<file path="src/rtl/hdm_pkg.sv">
// ----------------------------------------------------------------------------
// hdm_pkg
// shared constants and helpers for the holonomic drive mixer
// ----------------------------------------------------------------------------
package hdm_pkg;

    localparam int SAMPLE_WIDTH_DEF     = 16;
    localparam int ANGLE_ITERATIONS_DEF = 16;

    localparam int DEADBAND_WIDTH = 15;
    localparam logic [DEADBAND_WIDTH-1:0] DEADBAND_RESET = 15'd3277;

    localparam int APB_ADDR_WIDTH = 3;
    localparam int APB_DATA_WIDTH = 32;
    localparam logic REG_DEADBAND = 1'b0;

    // gain constants, fraction of 30 bits
    localparam int K_FRAC = 30;
    localparam logic [63:0] INVK_Q30     = 64'd652032874;
    localparam logic [63:0] INVSQRT2_Q30 = 64'd759250125;
    localparam logic [63:0] START_Q30    =
        (INVK_Q30 * INVSQRT2_Q30 + (64'd1 << (K_FRAC - 1))) >> K_FRAC;

    function automatic int guard_bits(input int sw);
        return (sw <= 24) ? 8 : 0;
    endfunction

endpackage

</file>
<file path="src/rtl/hdm_sqrt.sv">
// ----------------------------------------------------------------------------
// hdm_sqrt
// pipelined integer square root, one result bit per stage
// ----------------------------------------------------------------------------
module hdm_sqrt
    import hdm_pkg::*;
#(
    parameter int RW  = 24,
    parameter int SBW = 8
)
(
    input  logic              clk,
    input  logic              rst_n,
    input  logic              in_valid,
    output logic              in_ready,
    input  logic [2*RW-1:0]   in_rad,
    input  logic [SBW-1:0]    in_side,
    output logic              out_valid,
    input  logic              out_ready,
    output logic [RW-1:0]     out_root,
    output logic [SBW-1:0]    out_side
);

    logic [RW-1:0]   vld_reg;
    logic [RW-1:0]   en;
    logic [2*RW-1:0] rad_reg  [RW];
    logic [RW+1:0]   rem_reg  [RW];
    logic [RW-1:0]   root_reg [RW];
    logic [SBW-1:0]  side_reg [RW];

    genvar k;
    generate
        for (k = 0; k < RW; k++) begin : g_stage
            logic            vld_in;
            logic [2*RW-1:0] rad_in;
            logic [RW+1:0]   rem_in;
            logic [RW-1:0]   root_in;
            logic [SBW-1:0]  side_in;
            logic [RW+1:0]   remt;
            logic [RW+1:0]   trial;
            logic [RW+1:0]   rem_next;
            logic [RW-1:0]   root_next;

            if (k == 0) begin : g_first
                assign vld_in  = in_valid;
                assign rad_in  = in_rad;
                assign rem_in  = '0;
                assign root_in = '0;
                assign side_in = in_side;
            end
            else begin : g_rest
                assign vld_in  = vld_reg[k-1];
                assign rad_in  = rad_reg[k-1];
                assign rem_in  = rem_reg[k-1];
                assign root_in = root_reg[k-1];
                assign side_in = side_reg[k-1];
            end

            if (k == RW - 1) begin : g_last_en
                assign en[k] = !vld_reg[k] || out_ready;
            end
            else begin : g_mid_en
                assign en[k] = !vld_reg[k] || en[k+1];
            end

            always_comb
            begin
                remt  = {rem_in[RW-1:0], rad_in[2*RW-1-2*k -: 2]};
                trial = {root_in, 2'b01};
                if (remt >= trial)
                begin
                    rem_next  = remt - trial;
                    root_next = {root_in[RW-2:0], 1'b1};
                end
                else
                begin
                    rem_next  = remt;
                    root_next = {root_in[RW-2:0], 1'b0};
                end
            end

            always_ff @(posedge clk or negedge rst_n)
            begin
                if (!rst_n)
                    vld_reg[k] <= 1'b0;
                else if (en[k])
                    vld_reg[k] <= vld_in;
            end

            always_ff @(posedge clk)
            begin
                if (en[k] && vld_in)
                begin
                    rad_reg[k]  <= rad_in;
                    rem_reg[k]  <= rem_next;
                    root_reg[k] <= root_next;
                    side_reg[k] <= side_in;
                end
            end
        end
    endgenerate

    assign in_ready  = en[0];
    assign out_valid = vld_reg[RW-1];
    assign out_root  = root_reg[RW-1];
    assign out_side  = side_reg[RW-1];

endmodule

</file>
<file path="config.mk">
export PLATFORM = sky130hd
export DESIGN_NAME = hdm_sqrt
export DESIGN_NICKNAME = d
export VERILOG_FILES = /design/src/rtl/hdm_pkg.sv /design/src/rtl/hdm_sqrt.sv
export SDC_FILE = /design/constraint.sdc
export NUM_CORES = 2
export LEC_CHECK = 0
export BUFFER_PORTS_ARGS = -buffer_cell sky130_fd_sc_hd__clkbuf_2
export CAP_MARGIN = 40
export CORE_ASPECT_RATIO = 2
export CORE_MARGIN = 8
export CORE_UTILIZATION = 49
export DETAILED_ROUTE_END_ITERATION = 10
export GPL_TIMING_DRIVEN = 0
export PLACE_DENSITY = 0.76
export SLEW_MARGIN = 15
export SYNTH_ARGS = -nofsm -noshare
export SYNTH_HDL_FRONTEND = slang
export SYNTH_SLANG_ARGS = --single-unit
</file>
<file path="constraint.sdc">
create_clock -name clk -period 8.6 [get_ports clk]
set_input_delay 1.29 -clock clk [delete_from_list [all_inputs] [get_ports clk]]
set_output_delay 1.29 -clock clk [all_outputs]
set_load 0.01 [all_outputs]
</file>
# [Word-level counts from Yosys, hierarchy flattened]
# Memories as Yosys holds them, arrays and structs flattened.
# Index checks and enable logic that the tools add are counted.
[op_classes] add_sub_neg=24 order_cmp=24 reduce_logical=72 mux=96
[op_table] op="two-way mux 26 bit" count=24
[op_table] op=">= comparator 26 bit" count=23
[op_table] op="subtractor 26 bit" count=23
[op_table] op="two-way mux 1 bit" count=72
[op_table] op="logical AND 1 bit" count=24
[op_table] op="zero test 1 bit" count=24
[op_table] op="logical OR 1 bit" count=24
[op_table] op="subtractor 2 x 1 -> 3 bit (second input constant)" count=1
[op_table] op=">= comparator 2 x 1 -> 1 bit (second input constant)" count=1
[totals] elab_cells=244 n_memories=4 reg_bits=24 mem_bits_rw=2544
[memory_table] memory="rad_reg" depth=24 word_bits=48 rd=23 rd_clocked_by_memory_dff=0 write_ports=24 line="hdm_sqrt.sv:26" source="logic [2*RW-1:0] rad_reg [RW];"
[memory_table] memory="rem_reg" depth=24 word_bits=26 rd=23 rd_clocked_by_memory_dff=0 write_ports=24 line="hdm_sqrt.sv:27" source="logic [RW+1:0] rem_reg [RW];"
[memory_table] memory="root_reg" depth=24 word_bits=24 rd=24 rd_clocked_by_memory_dff=0 write_ports=24 line="hdm_sqrt.sv:28" source="logic [RW-1:0] root_reg [RW];"
[memory_table] memory="side_reg" depth=24 word_bits=8 rd=24 rd_clocked_by_memory_dff=0 write_ports=24 line="hdm_sqrt.sv:29" source="logic [SBW-1:0] side_reg [RW];"

# [Depth between registers and ports, before layout]
[logic_depth] depth_word=28 mapped_depth=13 ltp_nobuf=12

# [Worst setup path before layout]
# OpenSTA, ideal clock, no wires.
[synth_timing] kind="input to register" from="input port out_ready" to="memory rad_reg[0][192] in the netlist's numbering, enable pin" slack_ns=0.639 required_time_ns=7.977 path_buffers=0 t_arrival_ns=7.338 path_stages=7 path_cell_list="nand4b_1 nor2_1 nand2_1 nor4_1 nand4_1 nor2_1 a21boi_0"
[synth_rtl] item="start, declared" line="hdm_sqrt.sv:19" source="input logic out_ready,"
[synth_rtl] item="end, declared" line="hdm_sqrt.sv:26"

# [Worst setup path after layout]
[layout_timing] from="input port out_ready" to="output port in_ready"
[layout_via] elab_chain_len=24
[layout_lines] item="logical OR 1 bit" line="hdm_sqrt.sv:60" source="assign en[k] = !vld_reg[k] || out_ready;"
[layout_lines] item="logical OR 1 bit (23 in series)" line="hdm_sqrt.sv:63" source="assign en[k] = !vld_reg[k] || en[k+1];"
[layout_lines] item="end, declared" line="hdm_sqrt.sv:15" source="output logic in_ready,"
# Every way passes these cells.

==> results.md <==
- Result of the run: completed
- Max H-tree Level: 4
- Max reg flops: ~550
- Core area: between 0.1 and 0.15 mm^2
- Initial antenna violation count: 1
- Final Setup Violations: 0
- Maximum VDD drop: roughly 220 uV
- CTS Buf Count: 139
- Gr usage total: approximately a fifth
- Syn Inst Count: a little over 5000
- RSZ-0062 raised after global routing: false
- DRT Wirelength: 155000 um
- DP HPWL: approximately 120000 um
- CTS root buffer: clkbuf_16
- Arr. time, crit path: 4030 ps
- Fraction of layout cells with a size suffix above 1: under 10%
- Synthesis-to-layout area growth: 12.27%
- Initial Utilization: a little under 50%
- Syn Nets: between 5000 and 6000
- IO Count: between 90 and 100
- Pins Over Slew Limit: 0
- First-pass GRT wire length: around 230000 um
- Clk Latency, worst-skew pair: 800 ps
- Fin. Hold Viols: 0
- Worst setup path class: in -> out
- Port bufs: 93
- DRT Pass-1 Iters: 8
- Die Span Y: ~550 um
- Final min period: 5317 ps
- Die ar.: about 0.16 mm^2
- Hold Crit Class: reg -> reg
- Tot Pwr: about 23 mW
- RD Place Congestion: just under 1
- Drt wl/cell: 21.20 um
- CP Capture Type: output pin
- Cell row count: 195
- Critical Path Fanout Max: 5
- Static leakage power: about 29 nW
- Post CTS Setup Buffer Count: 0
- Fin crit share: approximately 62%
- MaxCap Viol Count: 0
- Measured slew at the worst slew-check pin: between 1000 and 1500 ps
- Final design utilization: between 50% and 60%
- Mapped Area: 0.06958 mm^2
- Drt initial violations: about 1900
- CTS tree: built
- Critical Path RT: 7310 ps
- Post-synth cell types: 83
- Syn Area/Cell: 13.77 um^2
- Cts hold-fix bufs: 0
- Synthesized flop and latch total: 1589
- Vias in the first global route: between 40000 and 50000
- Clock Path Buffers: 3
- PwrDens: ~300 mW/mm^2
- Vias: slightly above 40000
- Most frequent cells in the layout: edfxtp_1 (1565), inv_1 (404), nand2_1 (338)
- Fin Hold WS: between 300 and 400 ps
- Final #Nets: 5720
- Ys Warns: 0
- # resized after CTS: 0
- Synth Flop Type: edfxtp_1
- CP startpoint kind: primary input
- Vias per cell: about 5.6
- Die Wd: 282.5 um
- Ys async rst share: 1.510%
- Normalized max-slew margin: roughly a third
- Worst-path clk slew: 60 ps
- Largest net degree at the start of global routing: 65
- DRC: 0
- CTS sink cnt: 1589
- Total gr overflow: 0
- Max Clk Rate: around 0.19 GHz
- Most common cell after layout, fill and taps aside: edfxtp_1
- Sequential share of the synthesized area: roughly 68%
- Reg2Reg Setup Slack: between 3000 and 4000 ps
- Antenna Nets Post-Route: 0
- Post-synth EDFFs: between 1500 and 2000
- Worst Clk Skew: about 65 ps
logic make-up after synthesis:
logic type      synth area share [%]
fa+ha+maj                      5.845
buf+inv                        2.534
other cells                 0.005390
compound gates                 8.312
simple gates                   9.105
flops                          68.41
xor+xnor                       4.897
mux                           0.8938
layer usage:
metal | vias up | track usage [%] | part of all wire, %
met2 | 1080 | 42.15 | 60
met3 | 720 | 3.185 | 3.0
met1 | 19690 | 11.89 | 25
met4 | 2 | 20.20 | 12
li1 | 19230 | - | -
met5 | - | 0 | 0.0084
area by class of cell:
class                   instances  area (um^2)
repair buffers                142         1390
diodes                          1        2.502
multi-input cells            2996        20360
well taps                    1871         2341
fillers                     11050        62910
plain buffers                  62        242.7
flip-flops and latches       1589        47600
clock buffers                 173         3646
inverters                     405         1520
clock inverters                75         1011
cell usage after synthesis (all sizes together), types with 7 or more instances:
master	n	area (um^2)
nor4	50	312.8
mux2i	7	70.07
inv	405	1520
or3	44	280.3
and2	25	156.4
o41ai	15	131.4
xnor2	213	1866
o211ai	15	112.6
o21bai	19	142.6
a211o	9	78.83
a21oi	285	1426
or4	22	172.7
o31ai	30	225.2
xor2	176	1541
and3	21	136.4
edfxtp	1565	47000
nor3	122	615.6
nor3b	11	82.58
nor2b	53	331.6
nand2b	78	488.0
dfrtp	24	600.6
a21boi	17	127.6
ha	325	4066
nor2	305	1145
a21o	83	623.1
o21ai	273	1366
o21a	85	638.1
a211oi	24	180.2
mux2	49	551.8
nand3	87	435.4
a31oi	14	87.58
nand4b	7	61.31
nand2	338	1269
clkbuf	58	217.7
nand3b	18	135.1
or2	35	219.0
nand4	50	312.8
per-stage QoR:
stage / area, um^2 / setup TNS (ps) / setup WS (ps) / instances
after detailed placement: 73410 / 0 / 3218 / 7060
after global placement: 72380 / -118340 / -1599 / 7016
after global routing: 78110 / 0 / 2900 / 7313
final: 78110 / 0 / 3283 / 7314
after CTS: 78060 / 0 / 3209 / 7308
after floorplan: 69580 / 0 / 639.1 / 5052
worst paths after layout:
path | start | endpoint | cells past startpoint
setup / recovery | out_ready | in_ready | 10
hold / removal | rad_reg[2][11] | rad_reg[2][59] | 0
setup reg to reg | rad_reg[2][196] | rem_reg[10][28] | 13
hold reg to reg | rad_reg[2][11] | rad_reg[2][59] | 0
max in group asynchronous | rst_n | g_stage[12].vld_in | 1
min in group asynchronous | rst_n | g_stage[1].vld_in | 1
critical path, stage by stage:
cell and delay, ps:
clkbuf_2 100, nand4b_1 270, nor2_1 450, and3_1 400, nand4_1 230, inv_1 180, nand2_1 120, nor3_1 570
nand3_1 220, clkbuf_2 180
power breakdown:
part	total (mW)	switching, mW	internal [mW]
Clock	6.35	2.83	3.52
Combinational	6.13	3.70	2.43
Sequential	11.0	0.707	10.2
Power figures use the tool's default switching activity.
